## src/rtl/hga_pkg.sv

```systemverilog
`default_nettype none

package hga_pkg;

    localparam int STEP_BITS      = 5;
    localparam int REG_INDEX_BITS = 3;

    typedef logic [STEP_BITS-1:0]      step_t;
    typedef logic [REG_INDEX_BITS-1:0] reg_index_t;

    // Configuration register indexes.
    localparam reg_index_t REG_HIGHPASS_ENABLE      = 3'd0;
    localparam reg_index_t REG_AGC_ENABLE           = 3'd1;
    localparam reg_index_t REG_GATE_ENABLE          = 3'd2;
    localparam reg_index_t REG_GATE_LEVEL           = 3'd3;
    localparam reg_index_t REG_HIGHPASS_COEFFICIENT = 3'd4;

    // Datapath operations, one per control word.
    typedef enum logic [4:0] {
        OP_NOP,
        OP_LOAD,
        OP_HP_MUL,
        OP_ROUND,
        OP_HP_WB,
        OP_Y_BYPASS,
        OP_ENV_MUL,
        OP_ENV_WB,
        OP_DIV_START,
        OP_TGT_DIV,
        OP_TGT_ONE,
        OP_SLEW_MUL,
        OP_GAIN_WB,
        OP_OUT_MUL,
        OP_OUT_WB,
        OP_OUT_BYPASS,
        OP_EMIT
    } op_t;

    // Jump conditions; a true condition loads the target, otherwise the step advances.
    typedef enum logic [3:0] {
        COND_NEXT,
        COND_ALWAYS,
        COND_NO_INPUT,
        COND_HP_OFF,
        COND_GA_OFF,
        COND_AGC_OFF,
        COND_ENV_LOW,
        COND_DIV_BUSY,
        COND_OUT_FULL
    } cond_t;

    typedef struct packed {
        op_t   op;
        cond_t cond;
        step_t target;
        logic  shift_gain;
    } ctrl_t;

    typedef struct packed {
        logic in_valid;
        logic hp_on;
        logic gate_on;
        logic agc_on;
        logic env_low;
        logic div_busy;
        logic out_full;
    } flags_t;

    // Program addresses.
    localparam step_t STEP_IDLE        = 5'd0;
    localparam step_t STEP_HP_MUL      = 5'd1;
    localparam step_t STEP_HP_ROUND    = 5'd2;
    localparam step_t STEP_HP_WB       = 5'd3;
    localparam step_t STEP_HP_BYPASS   = 5'd4;
    localparam step_t STEP_ENV_MUL     = 5'd5;
    localparam step_t STEP_ENV_ROUND   = 5'd6;
    localparam step_t STEP_ENV_WB      = 5'd7;
    localparam step_t STEP_DIV_START   = 5'd8;
    localparam step_t STEP_DIV_WAIT    = 5'd9;
    localparam step_t STEP_TGT_DIV     = 5'd10;
    localparam step_t STEP_TGT_ONE     = 5'd11;
    localparam step_t STEP_SLEW_MUL    = 5'd12;
    localparam step_t STEP_SLEW_ROUND  = 5'd13;
    localparam step_t STEP_GAIN_WB     = 5'd14;
    localparam step_t STEP_OUT_MUL     = 5'd15;
    localparam step_t STEP_OUT_ROUND   = 5'd16;
    localparam step_t STEP_OUT_WB      = 5'd17;
    localparam step_t STEP_OUT_BYPASS  = 5'd18;
    localparam step_t STEP_EMIT        = 5'd19;
    localparam step_t STEP_RETURN      = 5'd20;

    function automatic ctrl_t hga_rom(input step_t addr);
        ctrl_t cw;
        cw = '{OP_NOP, COND_ALWAYS, STEP_IDLE, 1'b0};
        unique case (addr)
            STEP_IDLE:       cw = '{OP_LOAD,       COND_NO_INPUT, STEP_IDLE,       1'b0};
            STEP_HP_MUL:     cw = '{OP_HP_MUL,     COND_HP_OFF,   STEP_HP_BYPASS,  1'b0};
            STEP_HP_ROUND:   cw = '{OP_ROUND,      COND_NEXT,     STEP_IDLE,       1'b0};
            STEP_HP_WB:      cw = '{OP_HP_WB,      COND_ALWAYS,   STEP_ENV_MUL,    1'b0};
            STEP_HP_BYPASS:  cw = '{OP_Y_BYPASS,   COND_NEXT,     STEP_IDLE,       1'b0};
            STEP_ENV_MUL:    cw = '{OP_ENV_MUL,    COND_GA_OFF,   STEP_OUT_BYPASS, 1'b0};
            STEP_ENV_ROUND:  cw = '{OP_ROUND,      COND_NEXT,     STEP_IDLE,       1'b0};
            STEP_ENV_WB:     cw = '{OP_ENV_WB,     COND_AGC_OFF,  STEP_OUT_MUL,    1'b0};
            STEP_DIV_START:  cw = '{OP_DIV_START,  COND_ENV_LOW,  STEP_TGT_ONE,    1'b0};
            STEP_DIV_WAIT:   cw = '{OP_NOP,        COND_DIV_BUSY, STEP_DIV_WAIT,   1'b0};
            STEP_TGT_DIV:    cw = '{OP_TGT_DIV,    COND_ALWAYS,   STEP_SLEW_MUL,   1'b0};
            STEP_TGT_ONE:    cw = '{OP_TGT_ONE,    COND_NEXT,     STEP_IDLE,       1'b0};
            STEP_SLEW_MUL:   cw = '{OP_SLEW_MUL,   COND_NEXT,     STEP_IDLE,       1'b0};
            STEP_SLEW_ROUND: cw = '{OP_ROUND,      COND_NEXT,     STEP_IDLE,       1'b0};
            STEP_GAIN_WB:    cw = '{OP_GAIN_WB,    COND_NEXT,     STEP_IDLE,       1'b0};
            STEP_OUT_MUL:    cw = '{OP_OUT_MUL,    COND_NEXT,     STEP_IDLE,       1'b0};
            STEP_OUT_ROUND:  cw = '{OP_ROUND,      COND_NEXT,     STEP_IDLE,       1'b1};
            STEP_OUT_WB:     cw = '{OP_OUT_WB,     COND_ALWAYS,   STEP_EMIT,       1'b0};
            STEP_OUT_BYPASS: cw = '{OP_OUT_BYPASS, COND_NEXT,     STEP_IDLE,       1'b0};
            STEP_EMIT:       cw = '{OP_EMIT,       COND_OUT_FULL, STEP_EMIT,       1'b0};
            STEP_RETURN:     cw = '{OP_NOP,        COND_ALWAYS,   STEP_IDLE,       1'b0};
            default:         cw = '{OP_NOP,        COND_ALWAYS,   STEP_IDLE,       1'b0};
        endcase
        return cw;
    endfunction

endpackage

`default_nettype wire

```

## src/rtl/hga_in_if.sv

```systemverilog
`default_nettype none

interface hga_in_if #(parameter int SAMPLE_BITS = 24);
    logic                          valid;
    logic                          ready;
    logic signed [SAMPLE_BITS-1:0] sample_in;

    modport source (output valid, output sample_in, input ready);
    modport sink (input valid, input sample_in, output ready);
endinterface

`default_nettype wire

```

## src/rtl/hga_out_if.sv

```systemverilog
`default_nettype none

interface hga_out_if #(parameter int SAMPLE_BITS = 24);
    logic                          valid;
    logic                          ready;
    logic signed [SAMPLE_BITS-1:0] sample_out;

    modport source (output valid, output sample_out, input ready);
    modport sink (input valid, input sample_out, output ready);
endinterface

`default_nettype wire

```

## src/rtl/hga_seq.sv

```systemverilog
`default_nettype none

module hga_seq (
    input  wire logic           clk,
    input  wire logic           rst_n,
    input  hga_pkg::flags_t     flags,
    output hga_pkg::ctrl_t      ctrl
);

    hga_pkg::step_t step_reg;
    hga_pkg::step_t step_next;
    logic           jump;

    assign ctrl = hga_pkg::hga_rom(step_reg);

    always_comb
    begin
        unique case (ctrl.cond)
            hga_pkg::COND_NEXT:     jump = 1'b0;
            hga_pkg::COND_ALWAYS:   jump = 1'b1;
            hga_pkg::COND_NO_INPUT: jump = !flags.in_valid;
            hga_pkg::COND_HP_OFF:   jump = !flags.hp_on;
            hga_pkg::COND_GA_OFF:   jump = !flags.gate_on && !flags.agc_on;
            hga_pkg::COND_AGC_OFF:  jump = !flags.agc_on;
            hga_pkg::COND_ENV_LOW:  jump = flags.env_low;
            hga_pkg::COND_DIV_BUSY: jump = flags.div_busy;
            hga_pkg::COND_OUT_FULL: jump = flags.out_full;
            default:                jump = 1'b1;
        endcase
        step_next = jump ? ctrl.target : hga_pkg::step_t'(step_reg + 1'b1);
    end

    always_ff @(posedge clk or negedge rst_n)
    begin
        if (!rst_n)
        begin
            step_reg <= hga_pkg::STEP_IDLE;
        end
        else
        begin
            step_reg <= step_next;
        end
    end

endmodule

`default_nettype wire

```

## src/rtl/hga_div.sv

```systemverilog
`default_nettype none

// Restoring divider, one quotient bit per cycle. The caller guarantees that the
// quotient fits in QUOT_BITS, so only the low QUOT_BITS numerator bits are iterated.
module hga_div #(
    parameter int NUM_BITS  = 42,
    parameter int DEN_BITS  = 24,
    parameter int QUOT_BITS = 25
) (
    input  wire logic                 clk,
    input  wire logic                 rst_n,
    input  wire logic                 start,
    input  wire logic [NUM_BITS-1:0]  num,
    input  wire logic [DEN_BITS-1:0]  den,
    output logic                      busy,
    output logic [QUOT_BITS-1:0]      quot
);

    localparam int CNT_BITS = $clog2(QUOT_BITS + 1);

    logic [CNT_BITS-1:0]  count_reg;
    logic [DEN_BITS-1:0]  rem_reg;
    logic [DEN_BITS-1:0]  den_reg;
    logic [QUOT_BITS-1:0] quot_reg;
    logic [DEN_BITS:0]    trial;
    logic                 fits;

    assign busy  = (count_reg != '0);
    assign quot  = quot_reg;
    assign trial = {rem_reg, quot_reg[QUOT_BITS-1]};
    assign fits  = (trial >= {1'b0, den_reg});

    always_ff @(posedge clk or negedge rst_n)
    begin
        if (!rst_n)
        begin
            count_reg <= '0;
        end
        else if (start)
        begin
            count_reg <= CNT_BITS'(QUOT_BITS);
        end
        else if (busy)
        begin
            count_reg <= count_reg - 1'b1;
        end
    end

    // The quotient shifts in where the numerator's low bits shift out.
    always_ff @(posedge clk)
    begin
        if (start)
        begin
            rem_reg  <= DEN_BITS'(num >> QUOT_BITS);
            den_reg  <= den;
            quot_reg <= num[QUOT_BITS-1:0];
        end
        else if (busy)
        begin
            rem_reg  <= fits ? DEN_BITS'(trial - {1'b0, den_reg}) : trial[DEN_BITS-1:0];
            quot_reg <= {quot_reg[QUOT_BITS-2:0], fits};
        end
    end

endmodule

`default_nettype wire

```

## src/rtl/hga_dp.sv

```systemverilog
`default_nettype none

module hga_dp #(
    parameter int SAMPLE_BITS    = 24,
    parameter int GAIN_FRAC_BITS = 20
) (
    input  wire logic                   clk,
    input  wire logic                   rst_n,
    input  hga_pkg::ctrl_t              ctrl,
    input  wire logic [SAMPLE_BITS-1:0] sample_in,
    input  wire logic [SAMPLE_BITS-2:0] hp_coef,
    input  wire logic [SAMPLE_BITS-2:0] gate_level,
    input  wire logic                   gate_enable,
    output logic                        env_low,
    output logic                        div_busy,
    output logic [SAMPLE_BITS-1:0]      res
);

    localparam int S  = SAMPLE_BITS;
    localparam int G  = GAIN_FRAC_BITS;
    localparam int F  = S - 1;
    localparam int GW = G + 4;
    localparam int MA = (F > GW) ? F : GW;
    localparam int MB = (S + 1 > GW) ? S + 1 : GW;
    localparam int PW = MA + MB;
    localparam int RW = (S + 5 > GW) ? S + 5 : GW;
    localparam int QW = G + 5;
    localparam int NW = G + F - 1;

    localparam longint unsigned ONE_F = 64'd1 << F;
    localparam logic [F-1:0]  C_ATTACK  = F'(((ONE_F << 2) + 64'd5) / 64'd10);
    localparam logic [F-1:0]  C_RELEASE = F'((ONE_F + 64'd100) / 64'd200);
    localparam logic [F-1:0]  C_SLEW    = F'((ONE_F + 64'd1000) / 64'd2000);
    localparam logic [S-1:0]  C_LOW_ENV = S'((ONE_F + 64'd50) / 64'd100);
    localparam logic [GW-1:0] GAIN_ONE  = GW'(1) << G;
    localparam logic [GW-1:0] GAIN_MAX  = GW'(8) << G;
    localparam logic [NW-1:0] DIV_BASE  = NW'(1) << (NW - 1);
    localparam logic [PW:0]   HALF_F    = (PW + 1)'(1) << (F - 1);
    localparam logic [PW:0]   HALF_G    = (PW + 1)'(1) << (G - 1);

    // Architectural state.
    logic [S:0]    fop_reg;
    logic [S-1:0]  fip_reg;
    logic [S-1:0]  env_reg;
    logic [GW-1:0] gain_reg;

    // Working registers.
    logic [S-1:0]  x_reg;
    logic [S:0]    y_reg;
    logic [GW-1:0] target_reg;
    logic [PW-1:0] prod_reg;
    logic          neg_reg;
    logic [RW:0]   rnd_reg;
    logic [S-1:0]  res_reg;

    logic [S+1:0]  hp_delta;
    logic [S+1:0]  hp_abs;
    logic [S:0]    y_abs;
    logic [S-1:0]  ax;
    logic [S:0]    env_delta;
    logic [S:0]    env_abs;
    logic [GW:0]   gain_delta;
    logic [GW:0]   gain_abs;
    logic [MA-1:0] mul_a;
    logic [MB-1:0] mul_b;
    logic          mul_neg;
    logic          mul_load;
    logic [PW:0]   sum_f;
    logic [PW:0]   sum_g;
    logic [RW-1:0] rnd_mag;
    logic          rnd_sign;
    logic [S:0]    rnd_sat_wide;
    logic [S-1:0]  rnd_sat;
    logic [S-1:0]  y_sat;
    logic [RW:0]   env_sum;
    logic [RW:0]   gain_sum;
    logic          gate_open;
    logic          div_start;
    logic [NW-1:0] div_num;
    logic [QW-1:0] div_quot;

    hga_div #(
        .NUM_BITS  (NW),
        .DEN_BITS  (S),
        .QUOT_BITS (QW)
    ) u_div (
        .clk   (clk),
        .rst_n (rst_n),
        .start (div_start),
        .num   (div_num),
        .den   (env_reg),
        .busy  (div_busy),
        .quot  (div_quot)
    );

    assign div_start = (ctrl.op == hga_pkg::OP_DIV_START);
    assign div_num   = DIV_BASE + NW'(env_reg >> 1);
    assign env_low   = (env_reg <= C_LOW_ENV);
    assign gate_open = (env_reg > S'(gate_level));
    assign res       = res_reg;

    always_comb
    begin
        hp_delta   = {fop_reg[S], fop_reg} + {{2{x_reg[S-1]}}, x_reg}
                     - {{2{fip_reg[S-1]}}, fip_reg};
        hp_abs     = hp_delta[S+1] ? -hp_delta : hp_delta;
        y_abs      = y_reg[S] ? -y_reg : y_reg;
        // A magnitude of exactly full scale does not fit the envelope width.
        ax         = y_abs[S] ? {S{1'b1}} : y_abs[S-1:0];
        env_delta  = {1'b0, ax} - {1'b0, env_reg};
        env_abs    = env_delta[S] ? -env_delta : env_delta;
        gain_delta = {1'b0, target_reg} - {1'b0, gain_reg};
        gain_abs   = gain_delta[GW] ? -gain_delta : gain_delta;

        mul_a    = MA'(gain_reg);
        mul_b    = MB'(y_abs);
        mul_neg  = y_reg[S];
        mul_load = 1'b0;
        unique case (ctrl.op)
            hga_pkg::OP_HP_MUL:
            begin
                mul_a    = MA'(hp_coef);
                mul_b    = MB'(hp_abs[S:0]);
                mul_neg  = hp_delta[S+1];
                mul_load = 1'b1;
            end
            hga_pkg::OP_ENV_MUL:
            begin
                mul_a    = (ax > env_reg) ? MA'(C_ATTACK) : MA'(C_RELEASE);
                mul_b    = MB'(env_abs[S-1:0]);
                mul_neg  = env_delta[S];
                mul_load = 1'b1;
            end
            hga_pkg::OP_SLEW_MUL:
            begin
                mul_a    = MA'(C_SLEW);
                mul_b    = MB'(gain_abs[GW-1:0]);
                mul_neg  = gain_delta[GW];
                mul_load = 1'b1;
            end
            hga_pkg::OP_OUT_MUL:
            begin
                mul_load = 1'b1;
            end
            default:
            begin
                mul_load = 1'b0;
            end
        endcase
    end

    // Rounding is half away from zero: the magnitude is rounded, then the sign applied.
    always_comb
    begin
        sum_f   = {1'b0, prod_reg} + HALF_F;
        sum_g   = {1'b0, prod_reg} + HALF_G;
        rnd_mag = ctrl.shift_gain ? RW'(sum_g >> G) : RW'(sum_f >> F);

        rnd_sign     = rnd_reg[RW];
        rnd_sat_wide = (rnd_reg[RW:S] == {(RW - S + 1){rnd_sign}})
                       ? rnd_reg[S:0] : {rnd_sign, {S{~rnd_sign}}};
        rnd_sat      = (rnd_reg[RW:S-1] == {(RW - S + 2){rnd_sign}})
                       ? rnd_reg[S-1:0] : {rnd_sign, {(S - 1){~rnd_sign}}};
        y_sat        = (y_reg[S] == y_reg[S-1])
                       ? y_reg[S-1:0] : {y_reg[S], {(S - 1){~y_reg[S]}}};

        env_sum  = {{(RW + 1 - S){1'b0}}, env_reg} + rnd_reg;
        gain_sum = {{(RW + 1 - GW){1'b0}}, gain_reg} + rnd_reg;
    end

    always_ff @(posedge clk or negedge rst_n)
    begin
        if (!rst_n)
        begin
            fop_reg  <= '0;
            fip_reg  <= '0;
            env_reg  <= '0;
            gain_reg <= GAIN_ONE;
        end
        else
        begin
            unique case (ctrl.op)
                hga_pkg::OP_HP_WB:
                begin
                    fop_reg <= rnd_sat_wide;
                    fip_reg <= x_reg;
                end
                hga_pkg::OP_ENV_WB:
                begin
                    env_reg <= env_sum[S-1:0];
                end
                hga_pkg::OP_GAIN_WB:
                begin
                    gain_reg <= gain_sum[GW-1:0];
                end
                default:
                begin
                end
            endcase
        end
    end

    always_ff @(posedge clk)
    begin
        if (mul_load)
        begin
            prod_reg <= mul_a * mul_b;
            neg_reg  <= mul_neg;
        end
        unique case (ctrl.op)
            hga_pkg::OP_LOAD:       x_reg      <= sample_in;
            hga_pkg::OP_ROUND:      rnd_reg    <= neg_reg ? -{1'b0, rnd_mag} : {1'b0, rnd_mag};
            hga_pkg::OP_HP_WB:      y_reg      <= rnd_sat_wide;
            hga_pkg::OP_Y_BYPASS:   y_reg      <= {x_reg[S-1], x_reg};
            hga_pkg::OP_TGT_DIV:    target_reg <= (div_quot > QW'(GAIN_MAX))
                                                  ? GAIN_MAX : div_quot[GW-1:0];
            hga_pkg::OP_TGT_ONE:    target_reg <= GAIN_ONE;
            hga_pkg::OP_OUT_WB:     res_reg    <= (gate_enable && !gate_open) ? '0 : rnd_sat;
            hga_pkg::OP_OUT_BYPASS: res_reg    <= y_sat;
            default:
            begin
            end
        endcase
    end

endmodule

`default_nettype wire

```

## src/rtl/hpf_gate_agc_audio_conditioner.sv

```systemverilog
// One-pole high-pass, envelope noise gate and automatic gain for Q1.F audio.
// Samples arrive on the samples channel and leave on the conditioned channel,
// both valid/ready; a request moves when valid and ready are high at a clock edge.
// One sample is in work at a time: the input is ready only while the control
// program sits at its idle step. With the gain control enabled and the envelope
// above the low-level knee, a sample passes the high-pass, envelope, gain-target
// division, gain slew and output steps, and after the emit step the program goes
// back to idle through its return step. The gain-target divider retires one
// quotient bit per cycle. Below the knee the divider is skipped; with the gain
// control off the gain steps are skipped, and with both the gate and the gain
// control off the envelope update and output multiply too. A bypassed high-pass copies the input instead of rounding.
// The result sits in an output register, so the block takes the next sample while
// that result waits; when the receiver stalls, the program holds at its emit step
// until the register drains.
// Configuration is written through cfg_write_enable, cfg_index and cfg_write_data,
// by the user only while no sample is in work; the block does not enforce it.
// Reset clears the filter history and envelope, sets gain 1.0, loads register defaults.
`default_nettype none

module hpf_gate_agc_audio_conditioner #(
    parameter int SAMPLE_BITS    = 24,
    parameter int GAIN_FRAC_BITS = 20
) (
    input  wire logic                                    clk,
    input  wire logic                                    rst_n,
    hga_in_if.sink                                       samples,
    hga_out_if.source                                    conditioned,
    input  wire logic                                    cfg_write_enable,
    input  wire logic [hga_pkg::REG_INDEX_BITS-1:0]      cfg_index,
    input  wire logic [SAMPLE_BITS-2:0]                  cfg_write_data
);

    localparam int F = SAMPLE_BITS - 1;
    localparam longint unsigned ONE_F     = 64'd1 << F;
    localparam longint unsigned RELEASE_F = (ONE_F + 64'd100) / 64'd200;
    localparam logic [F-1:0] GATE_LEVEL_RESET = F'(RELEASE_F);
    localparam logic [F-1:0] COEF_RESET       = F'(ONE_F - RELEASE_F);

    logic                   hp_enable_reg;
    logic                   agc_enable_reg;
    logic                   gate_enable_reg;
    logic [F-1:0]           gate_level_reg;
    logic [F-1:0]           hp_coef_reg;
    logic                   out_valid_reg;
    logic [SAMPLE_BITS-1:0] out_sample_reg;

    hga_pkg::ctrl_t         ctrl;
    hga_pkg::flags_t        flags;
    logic                   env_low;
    logic                   div_busy;
    logic                   out_full;
    logic                   emit;
    logic [SAMPLE_BITS-1:0] res;

    assign out_full = out_valid_reg && !conditioned.ready;
    assign emit     = (ctrl.op == hga_pkg::OP_EMIT) && !out_full;

    assign samples.ready          = (ctrl.op == hga_pkg::OP_LOAD);
    assign conditioned.valid      = out_valid_reg;
    assign conditioned.sample_out = out_sample_reg;

    always_comb
    begin
        flags.in_valid = samples.valid;
        flags.hp_on    = hp_enable_reg;
        flags.gate_on  = gate_enable_reg;
        flags.agc_on   = agc_enable_reg;
        flags.env_low  = env_low;
        flags.div_busy = div_busy;
        flags.out_full = out_full;
    end

    hga_seq u_seq (
        .clk   (clk),
        .rst_n (rst_n),
        .flags (flags),
        .ctrl  (ctrl)
    );

    hga_dp #(
        .SAMPLE_BITS    (SAMPLE_BITS),
        .GAIN_FRAC_BITS (GAIN_FRAC_BITS)
    ) u_dp (
        .clk         (clk),
        .rst_n       (rst_n),
        .ctrl        (ctrl),
        .sample_in   (samples.sample_in),
        .hp_coef     (hp_coef_reg),
        .gate_level  (gate_level_reg),
        .gate_enable (gate_enable_reg),
        .env_low     (env_low),
        .div_busy    (div_busy),
        .res         (res)
    );

    always_ff @(posedge clk or negedge rst_n)
    begin
        if (!rst_n)
        begin
            hp_enable_reg   <= 1'b1;
            agc_enable_reg  <= 1'b1;
            gate_enable_reg <= 1'b1;
            gate_level_reg  <= GATE_LEVEL_RESET;
            hp_coef_reg     <= COEF_RESET;
        end
        else if (cfg_write_enable)
        begin
            unique case (cfg_index)
                hga_pkg::REG_HIGHPASS_ENABLE:      hp_enable_reg   <= cfg_write_data[0];
                hga_pkg::REG_AGC_ENABLE:           agc_enable_reg  <= cfg_write_data[0];
                hga_pkg::REG_GATE_ENABLE:          gate_enable_reg <= cfg_write_data[0];
                hga_pkg::REG_GATE_LEVEL:           gate_level_reg  <= cfg_write_data;
                hga_pkg::REG_HIGHPASS_COEFFICIENT: hp_coef_reg     <= cfg_write_data;
                default:
                begin
                end
            endcase
        end
    end

    always_ff @(posedge clk or negedge rst_n)
    begin
        if (!rst_n)
        begin
            out_valid_reg <= 1'b0;
        end
        else if (emit)
        begin
            out_valid_reg <= 1'b1;
        end
        else if (conditioned.ready)
        begin
            out_valid_reg <= 1'b0;
        end
    end

    always_ff @(posedge clk)
    begin
        if (emit)
        begin
            out_sample_reg <= res;
        end
    end

endmodule

`default_nettype wire
```

## src/flat_wrapper.sv

```systemverilog
// flat-port wrapper written by rule: the top's interface ports become plain ports
module hpf_gate_agc_audio_conditioner_flat 
#(
    parameter int SAMPLE_BITS    = 24,
    parameter int GAIN_FRAC_BITS = 20
)
  (clk, rst_n, cfg_write_enable, cfg_index, cfg_write_data, samples_valid, samples_sample_in, samples_ready, conditioned_valid, conditioned_sample_out, conditioned_ready);
  hga_in_if #(.SAMPLE_BITS(SAMPLE_BITS)) samples_i ();
  hga_out_if #(.SAMPLE_BITS(SAMPLE_BITS)) conditioned_i ();
  input  wire logic clk;
  input  wire logic rst_n;
  input  wire logic cfg_write_enable;
  input  wire logic [hga_pkg::REG_INDEX_BITS-1:0] cfg_index;
  input  wire logic [SAMPLE_BITS-2:0] cfg_write_data;
  input wire logic [$bits(samples_i.valid)-1:0] samples_valid;
  input wire logic [$bits(samples_i.sample_in)-1:0] samples_sample_in;
  output wire logic [$bits(samples_i.ready)-1:0] samples_ready;
  output wire logic [$bits(conditioned_i.valid)-1:0] conditioned_valid;
  output wire logic [$bits(conditioned_i.sample_out)-1:0] conditioned_sample_out;
  input wire logic [$bits(conditioned_i.ready)-1:0] conditioned_ready;
  assign samples_i.valid = samples_valid;
  assign samples_i.sample_in = samples_sample_in;
  assign samples_ready = samples_i.ready;
  assign conditioned_valid = conditioned_i.valid;
  assign conditioned_sample_out = conditioned_i.sample_out;
  assign conditioned_i.ready = conditioned_ready;
  hpf_gate_agc_audio_conditioner #(.SAMPLE_BITS(SAMPLE_BITS), .GAIN_FRAC_BITS(GAIN_FRAC_BITS)) u_core (.clk(clk), .rst_n(rst_n), .samples(samples_i), .conditioned(conditioned_i), .cfg_write_enable(cfg_write_enable), .cfg_index(cfg_index), .cfg_write_data(cfg_write_data));
endmodule
```

## config.mk

```make
export PLATFORM = sky130hd
export DESIGN_NAME = hpf_gate_agc_audio_conditioner_flat
export DESIGN_NICKNAME = d
export VERILOG_FILES = /design/src/rtl/hga_pkg.sv /design/src/rtl/hga_in_if.sv /design/src/rtl/hga_out_if.sv /design/src/rtl/hga_seq.sv /design/src/rtl/hga_div.sv /design/src/rtl/hga_dp.sv /design/src/rtl/hpf_gate_agc_audio_conditioner.sv /design/src/flat_wrapper.sv
export SDC_FILE = /design/constraint.sdc
export NUM_CORES = 2
export LEC_CHECK = 0
export BUFFER_PORTS_ARGS = -buffer_cell sky130_fd_sc_hd__buf_2
export CAP_MARGIN = 20
export CORE_UTILIZATION = 40
export CTS_BUF_LIST = sky130_fd_sc_hd__clkbuf_8
export DETAILED_ROUTE_END_ITERATION = 8
export PLACE_DENSITY = 0.65
export RECOVER_POWER = 50
export SYNTH_ARGS = -nofsm -noshare
export SYNTH_HDL_FRONTEND = slang
export SYNTH_SLANG_ARGS = --single-unit
```

## constraint.sdc

```tcl
create_clock -name clk -period 15.8 [get_ports clk]
set_clock_uncertainty 0.2 [all_clocks]
set_input_delay 1.58 -clock clk [delete_from_list [all_inputs] [get_ports clk]]
set_output_delay 1.58 -clock clk [all_outputs]
set_load 0.05 [all_outputs]
```

==> flow_summary.toml <==
[setup_path]
slowest_delay_ns = 1.00
crit_arrival_ns = 14.88
crit_path_end_kind = "flop"
r2r_cells = 43
cp_top_family = "simple AND/OR/NAND/NOR gates"
r2r_end = "u_core.u_dp.prod_reg[44]"
crit_buf_inv = 5
r2r_start = "u_core.u_dp.y_reg[7]"
start_kind = "flop"
critPathKind = "reg -> reg"
cp.required_ns = 16.04
cp_slowest_cell = "or4b_2"
timing.critical_path.mode_cell = "fa_1"
crit_fanout = 27
rrSetupSlack_ns = 1.16

[clock_network]
numCtsBuffers = 74
post_cts_buffers = 0
clock-sinks = 412
clock_path_buffers = 3
cts_tree = "yes"
cts_root_buf = "clkbuf_8"
cts_hold_buf = 0
clk_pin_slew_worst_paths_ns = 0.06
htreeDepth = 3
worstSkewPairLatency_ns = 0.70
cts_resized = 0

[flow_run]
drv_cap = 8

[die]
pin_count = 81
die-area_mm2 = 0.126
coreArea_mm2 = 0.123
dieWidth_um = 354
rows = 128
die_h_um = 354
initial_core_util_pct = 40.6

[timing]
hold_viol = 0
relSlewSlack_pct = -160
rsz0062_at_grt = "false"
final_max_slew_viol_count = 371
worst_slew_pin_slew_ns = 3.89
max_clock_freq_mhz = 68.3
hold_slack_ns = 0.203
period_share_pct = 92.7
finalSetupTns_ns = 0
setup_viol = 0
post-route-min-period_ns = 14.64

[layout]
syn_to_final_growth_pct = 7.66
fillers = 11919
final_cell_mix = "907 x inv_1, 673 x nand2_1, 533 x fa_1, 356 x ha_1, 290 x nor2_1"
multi_input_area_mm2 = 0.0340
final_common_cell = "inv_1"
nets = 6488
drive_gt1_share_pct = 8.46
register_area_mm2 = 0.0116

[routing]
remaining_drc_errors = 0
drtIter0Drc = 3935
ant_nets = 0
drt-pass1-iter-count = 7
vias = 40146
vias_per_cell = 5.55
wirelength_um = 158000
wl_per_cell_um = 21.8

[place]
gp_congestion = 0.966
port_buffers = 80
dp_hpwl_um = 125000

[yosys]
yosysWarnings = 0
async_flop_share_pct = 38.1
ys.flop_type = "edfxtp_1"
syn-num-nets = 6477
synthesis.area_mm2 = 0.0497
yosysSeqAreaShare_pct = 23.2
synth_cells = 5533
syn_area_per_cell_um2 = 8.98
synth_edf_count = 248
synth.distinct_cells = 115
synth-seq-cells = 412

[run_status]
violations = "capacitance limit, slew limit"
run_status = "finished, violations left"

[hold_path]
hp-class = "reg -> reg"
hold_start = "u_core.u_dp.res[6]"
min_to = "u_core.conditioned.sample_out[6]"
min_path_cells = 0

[global_routing]
grt_max_degree = 74
antenna_found_initial = 3
grt_pass1_vias = 39863
gr-total-overflow = 0
grt_pass1_wl_um = 244000
track_usage_pct = 25.4
-- kinds of logic (layout without fill, tap and decap cells) --
| kind of cell | count (synthesis) | after routing | synth area share (%) |
|---|---|---|---|
| xor gates and xnor gates | 305 | 305 | 5.37 |
| DFF | 412 | 412 | 23.2 |
| AOI/OAI and AO/OA | 1049 | 1049 | 13.7 |
| other | 0 | 4 | 0 |
| adders and majority gates | 889 | 889 | 30.4 |
| and+or+nand+nor | 1629 | 1629 | 15.8 |
| muxes | 130 | 130 | 2.85 |
| buffers and inverters | 1119 | 1189 | 8.65 |
-- worst reg2reg max path: cells and delay by family, from the launching register on --
kind / cells / cell delay [ns]
xor gates and xnor gates: 1 / 0.09
AOI/OAI and AO/OA: 11 / 3.31
DFF: 1 / 0.48
adders and majority gates: 10 / 4.47
and+or+nand+nor: 16 / 5.55
buffers and inverters: 5 / 0.32
-- through the flow --
stage / setup slack, ns / utilization, % / std cells / area (um2)
6_report: 1.16 / 43.7 / 7232 / 53500
5_1_grt: 0.470 / 43.7 / 7229 / 53500
4_1_cts: 1.36 / 43.7 / 7223 / 53500
3_5_place_dp: 1.37 / 42.5 / 7088 / 52100
3_3_place_gp: 1.47 / 42.5 / 7087 / 52000
2_1_floorplan: 3.02 / - / 5533 / 49700
-- routing by layer --
layer | routed length (um) | part of all wire (%) | up-vias | global-route usage [%]
met5 | 0 | 0 | - | 0
met4 | 7830 | 5.0 | 0 | 11.0
met2 | 70000 | 44 | 1527 | 39.2
li1 | - | - | 18394 | -
met1 | 66300 | 42 | 19899 | 34.4
met3 | 13500 | 8.6 | 326 | 5.15
-- cell type report --
cell class,count,area share (%)
clock buffer,79,2.03
antenna,4,0.0187
sequential,412,21.6
inverter,876,6.15
clock inverter,56,0.762
timing repair buffer,178,2.02
tap,1625,3.80
multi-input combinational,4002,63.6
-- synthesized netlist by cell type (34+ instances only) --
library cell,n,area [um2]
mux2i_1,46,460
dfrtp_1,129,3230
and2_1,146,913
xnor2_1,182,1590
edfxtp_1,248,7450
xor2_1,123,1080
a31oi_1,47,294
fa_1,533,10700
nand2_1,674,2530
nor2b_1,41,257
o21ai_0,233,1170
inv_1,873,3280
nand2b_1,52,325
clkbuf_1,200,751
a21oi_1,288,1440
nor2_1,297,1110
mux2_2,83,935
and3_1,55,344
nand3_1,78,390
nor3_1,79,395
a21o_1,122,916
ha_1,356,4450
o211ai_1,34,255
-- worst max path at each step --
stage / depth (start not counted) / endpoint / slack, ns / start
5_1_grt: 43 / u_core.u_dp.prod_reg[44] / 0.47 / u_core.u_dp.y_reg[3]
3_3_place_gp: 41 / u_core.u_dp.prod_reg[36] / 1.47 / u_core.u_dp.y_reg[3]
6_report: 43 / u_core.u_dp.prod_reg[44] / 1.16 / u_core.u_dp.y_reg[7]
3_5_place_dp: 43 / u_core.u_dp.prod_reg[44] / 1.37 / u_core.u_dp.y_reg[7]
2_1_floorplan: 48 / u_core.u_dp.prod_reg[48] / 3.02 / u_core.u_dp.y_reg[7]
4_1_cts: 43 / u_core.u_dp.prod_reg[44] / 1.36 / u_core.u_dp.y_reg[7]
Power is left out: the tool's default activity adds up to more than one toggle a clock period on the data nets, which glitch-free logic cannot reach.
